<file path="src/design/address_range_breakpoint_unit_top_defines.svh">
// Assertion macros shared by the address range breakpoint unit.
`ifndef ADDRESS_RANGE_BREAKPOINT_UNIT_TOP_DEFINES_SVH
`define ADDRESS_RANGE_BREAKPOINT_UNIT_TOP_DEFINES_SVH

// Same-cycle implication, checked on every rising edge outside reset.
`define ARBU_ASSERT_NOW(label, ante, cons, msg) \
   label: assert property (@(posedge clock) disable iff (reset) (ante) |-> (cons)) \
      else $error(msg);

// Next-cycle implication, checked on every rising edge outside reset.
`define ARBU_ASSERT_NEXT(label, ante, cons, msg) \
   label: assert property (@(posedge clock) disable iff (reset) (ante) |=> (cons)) \
      else $error(msg);

`endif

</file>
<file path="src/design/arbu_pkg.sv">
// Shared types and constants of the address range breakpoint unit.
package arbu_pkg;

   localparam int ADDR_W         = 16;
   localparam int OPC_W          = 3;
   localparam int KIND_W         = 2;
   localparam int DEFAULT_RANGES = 8;

   typedef enum logic [OPC_W-1:0] {
      OP_ADD   = 3'd0,
      OP_FLUSH = 3'd1,
      OP_PC    = 3'd2,
      OP_READ  = 3'd3,
      OP_WRITE = 3'd4,
      OP_TEST  = 3'd5
   } opcode_type;

   typedef enum logic [KIND_W-1:0] {
      KIND_READ  = 2'd0,
      KIND_WRITE = 2'd1,
      KIND_PC    = 2'd2
   } kind_type;

   typedef struct packed {
      logic load_item;
      logic commit;
   } ctl_cmd_type;

endpackage

</file>
<file path="src/design/arbu_ctrl.sv">
// Controller state machine: handshakes and sequencing of one command at a time.
module arbu_ctrl (
   input  logic                  clock,
   input  logic                  reset,
   input  logic                  req_valid,
   output logic                  req_stall,
   output logic                  rsp_valid,
   input  logic                  rsp_stall,
   output arbu_pkg::ctl_cmd_type cmd
);
   import arbu_pkg::*;
`include "address_range_breakpoint_unit_top_defines.svh"

   typedef enum logic [1:0] {
      S_IDLE = 2'b01,
      S_EXEC = 2'b10
   } state_type;

   state_type state_ff, state_in;
   logic      rsp_valid_ff, rsp_valid_in;
   logic      out_free;

   assign out_free      = !rsp_valid_ff || !rsp_stall;
   assign req_stall     = (state_ff != S_IDLE);
   assign cmd.load_item = (state_ff == S_IDLE) && req_valid;
   assign cmd.commit    = (state_ff == S_EXEC) && out_free;
   assign rsp_valid     = rsp_valid_ff;

   always_comb begin
      state_in = state_ff;
      case (state_ff)
         S_IDLE: begin
            if (req_valid) state_in = S_EXEC;
         end
         S_EXEC: begin
            if (out_free) state_in = S_IDLE;
         end
         default: state_in = S_IDLE;
      endcase
   end

   always_comb begin
      if (cmd.commit) rsp_valid_in = 1'b1;
      else if (!rsp_stall) rsp_valid_in = 1'b0;
      else rsp_valid_in = rsp_valid_ff;
   end

   always_ff @(posedge clock) begin
      if (reset) begin
         state_ff     <= S_IDLE;
         rsp_valid_ff <= 1'b0;
      end else begin
         state_ff     <= state_in;
         rsp_valid_ff <= rsp_valid_in;
      end
   end

   `ARBU_ASSERT_NEXT(a_accept_then_exec, req_valid && !req_stall, state_ff == S_EXEC, "accepted beat did not start execution")
   `ARBU_ASSERT_NOW(a_no_commit_when_full, rsp_valid_ff && rsp_stall, !cmd.commit, "result overwritten while stalled")
   `ARBU_ASSERT_NEXT(a_commit_gives_result, cmd.commit, rsp_valid_ff, "committed result not presented")
endmodule

</file>
<file path="src/design/arbu_datapath.sv">
// Datapath: range tables, parallel range comparators, pending flag and result register.
module arbu_datapath #(
   parameter int RANGES_PER_TABLE = arbu_pkg::DEFAULT_RANGES
) (
   input  logic                        clock,
   input  logic                        reset,
   input  arbu_pkg::ctl_cmd_type       cmd,
   input  logic [arbu_pkg::OPC_W-1:0]  req_opcode,
   input  logic [arbu_pkg::KIND_W-1:0] req_bp_kind,
   input  logic [arbu_pkg::ADDR_W-1:0] req_range_low,
   input  logic [arbu_pkg::ADDR_W-1:0] req_range_high,
   input  logic [arbu_pkg::ADDR_W-1:0] req_address,
   input  logic                        req_preexec,
   output logic                        rsp_break_now,
   output logic [arbu_pkg::ADDR_W-1:0] rsp_break_address,
   output logic                        rsp_pending_after,
   output logic                        rsp_add_rejected
);
   import arbu_pkg::*;
`include "address_range_breakpoint_unit_top_defines.svh"

   localparam int CNT_W = $clog2(RANGES_PER_TABLE + 1);
   localparam int IDX_W = (RANGES_PER_TABLE > 1) ? $clog2(RANGES_PER_TABLE) : 1;
   localparam logic [CNT_W-1:0] CNT_MAX = CNT_W'(RANGES_PER_TABLE);

   logic [OPC_W-1:0]  opcode_ff;
   logic [KIND_W-1:0] kind_ff;
   logic [ADDR_W-1:0] lo_ff, hi_ff, addr_ff;
   logic              pre_ff;

   logic [ADDR_W-1:0] pc_lo_ff [RANGES_PER_TABLE];
   logic [ADDR_W-1:0] pc_hi_ff [RANGES_PER_TABLE];
   logic [ADDR_W-1:0] rd_lo_ff [RANGES_PER_TABLE];
   logic [ADDR_W-1:0] rd_hi_ff [RANGES_PER_TABLE];
   logic [ADDR_W-1:0] wr_lo_ff [RANGES_PER_TABLE];
   logic [ADDR_W-1:0] wr_hi_ff [RANGES_PER_TABLE];

   logic [CNT_W-1:0] pc_cnt_ff, pc_cnt_in;
   logic [CNT_W-1:0] rd_cnt_ff, rd_cnt_in;
   logic [CNT_W-1:0] wr_cnt_ff, wr_cnt_in;
   logic             pending_ff, pending_in;

   logic              brk_ff, brk_in;
   logic [ADDR_W-1:0] baddr_ff, baddr_in;
   logic              rej_ff, rej_in;

   logic [RANGES_PER_TABLE-1:0] pc_match, rd_match, wr_match;
   logic pc_hit, rd_hit, wr_hit;
   logic pc_we, rd_we, wr_we;
   logic [CNT_W-1:0] sel_cnt;
   logic             sel_full;

   always_ff @(posedge clock) begin
      if (cmd.load_item) begin
         opcode_ff <= req_opcode;
         kind_ff   <= req_bp_kind;
         lo_ff     <= req_range_low;
         hi_ff     <= req_range_high;
         addr_ff   <= req_address;
         pre_ff    <= req_preexec;
      end
   end

   always_comb begin
      for (int i = 0; i < RANGES_PER_TABLE; i++) begin
         pc_match[i] = (CNT_W'(i) < pc_cnt_ff) && (addr_ff >= pc_lo_ff[i])
                       && (addr_ff <= pc_hi_ff[i]);
         rd_match[i] = (CNT_W'(i) < rd_cnt_ff) && (addr_ff >= rd_lo_ff[i])
                       && (addr_ff <= rd_hi_ff[i]);
         wr_match[i] = (CNT_W'(i) < wr_cnt_ff) && (addr_ff >= wr_lo_ff[i])
                       && (addr_ff <= wr_hi_ff[i]);
      end
   end

   assign pc_hit = |pc_match;
   assign rd_hit = |rd_match;
   assign wr_hit = |wr_match;

   always_comb begin
      case (kind_type'(kind_ff))
         KIND_READ:  sel_cnt = rd_cnt_ff;
         KIND_WRITE: sel_cnt = wr_cnt_ff;
         KIND_PC:    sel_cnt = pc_cnt_ff;
         default:    sel_cnt = '0;
      endcase
   end

   assign sel_full = (sel_cnt >= CNT_MAX);

   always_comb begin
      pc_cnt_in  = pc_cnt_ff;
      rd_cnt_in  = rd_cnt_ff;
      wr_cnt_in  = wr_cnt_ff;
      pending_in = pending_ff;
      pc_we      = 1'b0;
      rd_we      = 1'b0;
      wr_we      = 1'b0;
      brk_in     = 1'b0;
      rej_in     = 1'b0;
      case (opcode_type'(opcode_ff))
         OP_ADD: begin
            case (kind_type'(kind_ff))
               KIND_READ: begin
                  rej_in = sel_full;
                  rd_we  = !sel_full;
                  if (!sel_full) rd_cnt_in = rd_cnt_ff + 1'b1;
               end
               KIND_WRITE: begin
                  rej_in = sel_full;
                  wr_we  = !sel_full;
                  if (!sel_full) wr_cnt_in = wr_cnt_ff + 1'b1;
               end
               KIND_PC: begin
                  rej_in = sel_full;
                  pc_we  = !sel_full;
                  if (!sel_full) pc_cnt_in = pc_cnt_ff + 1'b1;
               end
               default: rej_in = 1'b0;
            endcase
         end
         OP_FLUSH: begin
            case (kind_type'(kind_ff))
               KIND_READ:  rd_cnt_in = '0;
               KIND_WRITE: wr_cnt_in = '0;
               KIND_PC:    pc_cnt_in = '0;
               default:    rej_in = 1'b0;
            endcase
         end
         OP_PC: begin
            brk_in = !pending_ff && pc_hit;
         end
         OP_READ: begin
            if (pre_ff && rd_hit) pending_in = 1'b1;
         end
         OP_WRITE: begin
            if (pre_ff && wr_hit) pending_in = 1'b1;
         end
         OP_TEST: begin
            brk_in     = pending_ff;
            pending_in = 1'b0;
         end
         default: brk_in = 1'b0;
      endcase
      baddr_in = brk_in ? addr_ff : '0;
   end

   always_ff @(posedge clock) begin
      if (cmd.commit && pc_we) begin
         pc_lo_ff[pc_cnt_ff[IDX_W-1:0]] <= lo_ff;
         pc_hi_ff[pc_cnt_ff[IDX_W-1:0]] <= hi_ff;
      end
      if (cmd.commit && rd_we) begin
         rd_lo_ff[rd_cnt_ff[IDX_W-1:0]] <= lo_ff;
         rd_hi_ff[rd_cnt_ff[IDX_W-1:0]] <= hi_ff;
      end
      if (cmd.commit && wr_we) begin
         wr_lo_ff[wr_cnt_ff[IDX_W-1:0]] <= lo_ff;
         wr_hi_ff[wr_cnt_ff[IDX_W-1:0]] <= hi_ff;
      end
   end

   always_ff @(posedge clock) begin
      if (reset) begin
         pc_cnt_ff  <= '0;
         rd_cnt_ff  <= '0;
         wr_cnt_ff  <= '0;
         pending_ff <= 1'b0;
      end else if (cmd.commit) begin
         pc_cnt_ff  <= pc_cnt_in;
         rd_cnt_ff  <= rd_cnt_in;
         wr_cnt_ff  <= wr_cnt_in;
         pending_ff <= pending_in;
      end
   end

   always_ff @(posedge clock) begin
      if (cmd.commit) begin
         brk_ff   <= brk_in;
         baddr_ff <= baddr_in;
         rej_ff   <= rej_in;
      end
   end

   assign rsp_break_now     = brk_ff;
   assign rsp_break_address = baddr_ff;
   assign rsp_pending_after = pending_ff;
   assign rsp_add_rejected  = rej_ff;

   `ARBU_ASSERT_NOW(a_counts_bounded, 1'b1, (pc_cnt_ff <= CNT_MAX) && (rd_cnt_ff <= CNT_MAX) && (wr_cnt_ff <= CNT_MAX), "table count beyond capacity")
   `ARBU_ASSERT_NOW(a_single_table_write, 1'b1, $onehot0({pc_we, rd_we, wr_we}), "add wrote more than one table")
endmodule

</file>
<file path="src/design/address_range_breakpoint_unit_top.sv">
// Address range breakpoint unit: three range tables compared in parallel per event.
// One command is taken at a time: an accepted beat enters execution in the next cycle,
// commits once the result register is free and then presents its result beat.
// A new command is taken only once the previous one has committed, set by the controller;
// a waiting result does not block acceptance, only the next commit.
// Synchronous reset empties all tables and clears the pending flag; entries are not cleared.
module address_range_breakpoint_unit_top #(
   parameter int RANGES_PER_TABLE = arbu_pkg::DEFAULT_RANGES
) (
   input  logic                        clock,
   input  logic                        reset,
   input  logic                        req_valid,
   output logic                        req_stall,
   input  logic [arbu_pkg::OPC_W-1:0]  req_opcode,
   input  logic [arbu_pkg::KIND_W-1:0] req_bp_kind,
   input  logic [arbu_pkg::ADDR_W-1:0] req_range_low,
   input  logic [arbu_pkg::ADDR_W-1:0] req_range_high,
   input  logic [arbu_pkg::ADDR_W-1:0] req_address,
   input  logic                        req_preexec,
   output logic                        rsp_valid,
   input  logic                        rsp_stall,
   output logic                        rsp_break_now,
   output logic [arbu_pkg::ADDR_W-1:0] rsp_break_address,
   output logic                        rsp_pending_after,
   output logic                        rsp_add_rejected
);
   import arbu_pkg::*;

   ctl_cmd_type cmd;

   arbu_ctrl u_ctrl (
      .clock     (clock),
      .reset     (reset),
      .req_valid (req_valid),
      .req_stall (req_stall),
      .rsp_valid (rsp_valid),
      .rsp_stall (rsp_stall),
      .cmd       (cmd)
   );

   arbu_datapath #(
      .RANGES_PER_TABLE (RANGES_PER_TABLE)
   ) u_datapath (
      .clock             (clock),
      .reset             (reset),
      .cmd               (cmd),
      .req_opcode        (req_opcode),
      .req_bp_kind       (req_bp_kind),
      .req_range_low     (req_range_low),
      .req_range_high    (req_range_high),
      .req_address       (req_address),
      .req_preexec       (req_preexec),
      .rsp_break_now     (rsp_break_now),
      .rsp_break_address (rsp_break_address),
      .rsp_pending_after (rsp_pending_after),
      .rsp_add_rejected  (rsp_add_rejected)
   );
endmodule

</file>
<file path="config.mk">
export PLATFORM = sky130hd
export DESIGN_NAME = address_range_breakpoint_unit_top
export DESIGN_NICKNAME = d
export VERILOG_FILES = /design/src/design/arbu_pkg.sv /design/src/design/arbu_ctrl.sv /design/src/design/arbu_datapath.sv /design/src/design/address_range_breakpoint_unit_top.sv
export VERILOG_INCLUDE_DIRS = /design/src /design/src/design
export SDC_FILE = /design/constraint.sdc
export NUM_CORES = 2
export LEC_CHECK = 0
export BUFFER_PORTS_ARGS = -buffer_cell sky130_fd_sc_hd__buf_2
export CAP_MARGIN = 20
export CORE_MARGIN = 3
export CORE_UTILIZATION = 50
export CTS_BUF_LIST = sky130_fd_sc_hd__clkbuf_8
export DETAILED_ROUTE_END_ITERATION = 6
export PLACE_DENSITY = 0.68
export SLEW_MARGIN = 20
export SYNTH_ARGS = -nofsm -noshare
export SYNTH_HDL_FRONTEND = slang
export SYNTH_SLANG_ARGS = --single-unit
</file>
<file path="constraint.sdc">
create_clock -name clock -period 6.3 [get_ports clock]
set_input_delay 0.63 -clock clock [delete_from_list [all_inputs] [get_ports clock]]
set_output_delay 0.63 -clock clock [all_outputs]
set_load 0.005 [all_outputs]
</file>
==> reports/summary.txt <==
=================================================================================
Ranking of synthesized cells by area                                 edfxtp_1 (56%), ha_1 (21%), inv_1 (6.2%)
Total power density per cell area                                     238 mW/mm^2
Cells on worst reg2reg path                                                    11
Final worst setup slack                                                   1.76 ns
Area of the die                                                      0.0942 sq mm
Buffers from clock root to sink, at most                                        3
Buffers added on ports                                                         78
Share of cells above drive strength 1                                       10.5%
Number of flip-flops and latches in the synthesized netlist                   856
Tightest Pin Transition                                                   1.20 ns
DP Wirelength                                                        74900 microns
Antenna violations before repair                                                6
Largest family of logic cells by synthesized area                     adder cells
Maximum net fanout on the critical path                                        19
Most common cell after layout, fill and taps aside                       edfxtp_1
Global-route wire length before repair                               181000 microns
Clock latency on the worst-skew pair                                      0.84 ns
Hold Startpoint                                                      req_address[10]
# rows                                                                        109
Average cell area after synthesis                                      12.5 sq um
Routed wire length                                                   122000 microns
Maximum achievable frequency                                              220 MHz
Leakage power of the design                                             0.0227 uW
All-layer global routing usage                                              26.2%
Net count of the finished layout                                             4830
Req. time, crit path                                                      6.94 ns
Final worst path period share                                               72.1%
Via density per instance                                                     5.69
Reg2reg setup slack                                                       1.76 ns
Count of endpoints failing setup in the final report                            0
CP endpoint kind                                                             flop
Layout area overhead                                                        13.7%
Register clock-pin slew on the reported worst setup and hold paths        0.06 ns
Outcome                                                                 completed
Data arrival at the endpoint of the critical path                         5.18 ns
Cell area after synthesis                                            0.0453 sq mm
Maximum vdd ir drop                                                      0.223 mV
Residual DRC count                                                              0
Average detailed-routed wire length per instance                     23.2 microns
Count of filler cells inserted in the layout                                 7232
Post-synth EDFFs                                                              840
Adder and majority gate portion of the synthesized area                     21.4%
Post-place setup slack                                                    1.90 ns
Number of detailed-routing iterations run before antenna repair                 5
Clock tree from TritonCTS                                                     yes
Kind of start point of the critical path                                     flop
MaxCap Viol Count                                                               0
Post-synthesis share of cell area spent on xor and xnor gates             0.0967%
Placeable Area                                                       0.0891 sq mm
Leading area contributor after synthesis                                 edfxtp_1
Initial DRC count                                                            2597
Complex-gate fraction of the synthesized area                               9.09%
Unrepaired setup endpoints after global routing                             false
Die width                                                             307 microns
Synth async-reset ratio                                                        0%
Mapped Nets                                                                  4447
Maximum number of pins on one net before global-route repair                   50
RR Endpoint                                                          u_datapath.rsp_pending_after
Clock tree root buffer cell                                              clkbuf_8
Post-Synth Simple-Gate Area                                                 6.65%
Synth Instances                                                              3615
Final design utilization                                                    57.8%
Post-DRT Antenna Nets                                                           0
Most used DFF post-synth                                                 edfxtp_1
H-tree lvl count                                                                4
Overall via count from detail_route                                         30020
Initial Util                                                                50.9%
Vias in the first global route                                              29158
Proportion of synthesized chip area in sequential cells                     56.4%
CTS buffer count                                                              150
Type of the tightest min-delay check                                 input port to flop
Number of different library cells in the post-synthesis netlist                68
Min Tclk post-route                                                       4.54 ns
Placer congestion estimate                                                  0.865
Worst min-delay path endpoint                                        u_datapath.addr_ff[10]
I/O pin cnt                                                                    79
Area taken by multi-input logic gates                                0.0171 sq mm
Worst setup path category                                            flop to flop
Clock sink count                                                              856
Multiplexer area fraction after synthesis                                  0.113%
Yosys synthesis warning count                                                   0
Slew margin rel.                                                            19.3%
Congestion Overflow GR                                                          0
Die Height                                                            307 microns
Depth of the worst hold-timing path                                             1
Final hold violations                                                           0
Commonest cells after routing, fill and taps aside                   edfxtp_1 (840), inv_1 (780), ha_1 (774)
Max Slew Vio Count                                                              0
Setup TNS                                                                    0 ns
Setup repair bufs after CTS                                                     0
Clock skew                                                              0.0423 ns
Worst r2r src                                                        u_datapath.addr_ff[0]
Synth top area share                                                        55.7%
FF/Latch Area                                                        0.0255 sq mm
=================================================================================
-- routing by layer --
layer  GRT usage, %  vias up  wire length, microns  share of wire (%)
met5              0        -                     0                  0
met4           7.54        0                  3070                2.5
met3           4.61      206                  9350                7.6
met2           43.1     1099                 57300                 47
met1           35.7    14680                 52700                 43
li1               -    14035                     -                  -
-- metrics by stage --
stage	total power [uW]	std cells	hold slack, ns	area [sq um]
6_report	12200	5280	0.0655	51500
5_1_grt	12700	5280	0.0152	51500
4_1_cts	12300	5277	0.0000182	51400
3_5_place_dp	7450	4959	0.477	48100
3_3_place_gp	7430	4959	0.468	48100
2_1_floorplan	6960	3615	0.447	45300
-- area by class of cell --
| cell class | count | area share (%) |
|---|---|---|
| Timing Repair Buffer | 242 | 3.60 |
| Clock inverter | 114 | 1.29 |
| Multi-Input combinational cell | 2005 | 33.1 |
| Antenna cell | 1 | 0.00486 |
| Tap cell | 1165 | 2.83 |
| Inverter | 743 | 5.42 |
| Clock buffer | 154 | 4.12 |
| Sequential cell | 856 | 49.6 |
-- power breakdown --
part	internal, uW	switching [uW]
registers	6300	36.9
clock network	2490	2370
logic	344	689
-- worst max-delay path: stages, from the launching register on --
cell and delay (ns):
edfxtp_1 0.41, inv_2 0.53, buf_4 0.38, ha_1 0.27
nor2_1 0.09, a21oi_1 0.08, o31ai_1 0.31, a21oi_1 0.11
a2111oi_0 0.64, o311ai_0 0.43, nor4_1 1.00, a311oi_1 0.10
-- worst max-delay path by stage --
stage	startpoint	depth (start not counted)	endpoint	slack (ns)
floorplan	rsp_stall	6	u_datapath.rd_hi_ff[4][0]	1.78
global placement	u_datapath.addr_ff[12]	9	u_datapath.rsp_pending_after	1.77
detailed placement	u_datapath.addr_ff[0]	11	u_datapath.rsp_pending_after	1.90
CTS	u_datapath.addr_ff[0]	11	u_datapath.rsp_pending_after	1.90
global route	u_datapath.addr_ff[0]	11	u_datapath.rsp_pending_after	1.69
finish	u_datapath.addr_ff[0]	11	u_datapath.rsp_pending_after	1.76
-- sequential cells by signal (all words and copies together), names as in the netlist, 2 cells and up --
register and count:
u_datapath.pc_hi_ff 128, u_datapath.pc_lo_ff 128, u_datapath.rd_hi_ff 128, u_datapath.rsp_break_address 16, u_datapath.opcode_ff 3, u_datapath.rd_cnt_ff 4, u_datapath.wr_hi_ff 128, u_ctrl.state_ff 2
u_datapath.rd_lo_ff 128, u_datapath.wr_lo_ff 128, u_datapath.wr_cnt_ff 4, u_datapath.hi_ff 16, u_datapath.pc_cnt_ff 4, u_datapath.addr_ff 16, u_datapath.lo_ff 16, u_datapath.kind_ff 2
-- repair_timing --
| action | 4_1_cts | 5_1_grt |
|---|---|---|
| hold buffers | 50 | 0 |
| hold endpoints to repair | 50 | 0 |
| gates resized for setup | 0 | 0 |
-- synthesized netlist by cell type, types with 4 or more instances --
master and count:
nor2_1 88, o31a_1 4, nor4_1 16, nand4_1 111
a31oi_1 9, or3_1 5, clkbuf_1 7, a21oi_1 257
or4_1 12, ha_1 774, o31ai_1 10, a211o_1 10
nor2b_1 37, nor3b_1 7, a221oi_1 11, o311ai_0 4
a21boi_0 14, inv_1 743, or2_2 7, dfxtp_1 16
o2111ai_1 11, nand2b_1 21, o22ai_1 5, nand2_1 139
a21o_1 80, and4_1 14, nand3_1 66, o21a_1 20
nor3_1 38, a221o_1 4, o21ai_0 82, o41ai_1 4
mux2i_1 4, o211ai_1 32, a211oi_1 40, edfxtp_1 840
a2111oi_0 22
-- logic make-up after synthesis --
| group | Yosys count |
|---|---|
| muxes | 5 |
| buffers and inverters | 754 |
| AOI/OAI and AO/OA | 645 |
| xor gates and xnor gates | 5 |
| DFF | 856 |
| and+or+nand+nor | 576 |
| adders and majority gates | 774 |
Note: power is estimated with default switching activity, not from simulation.
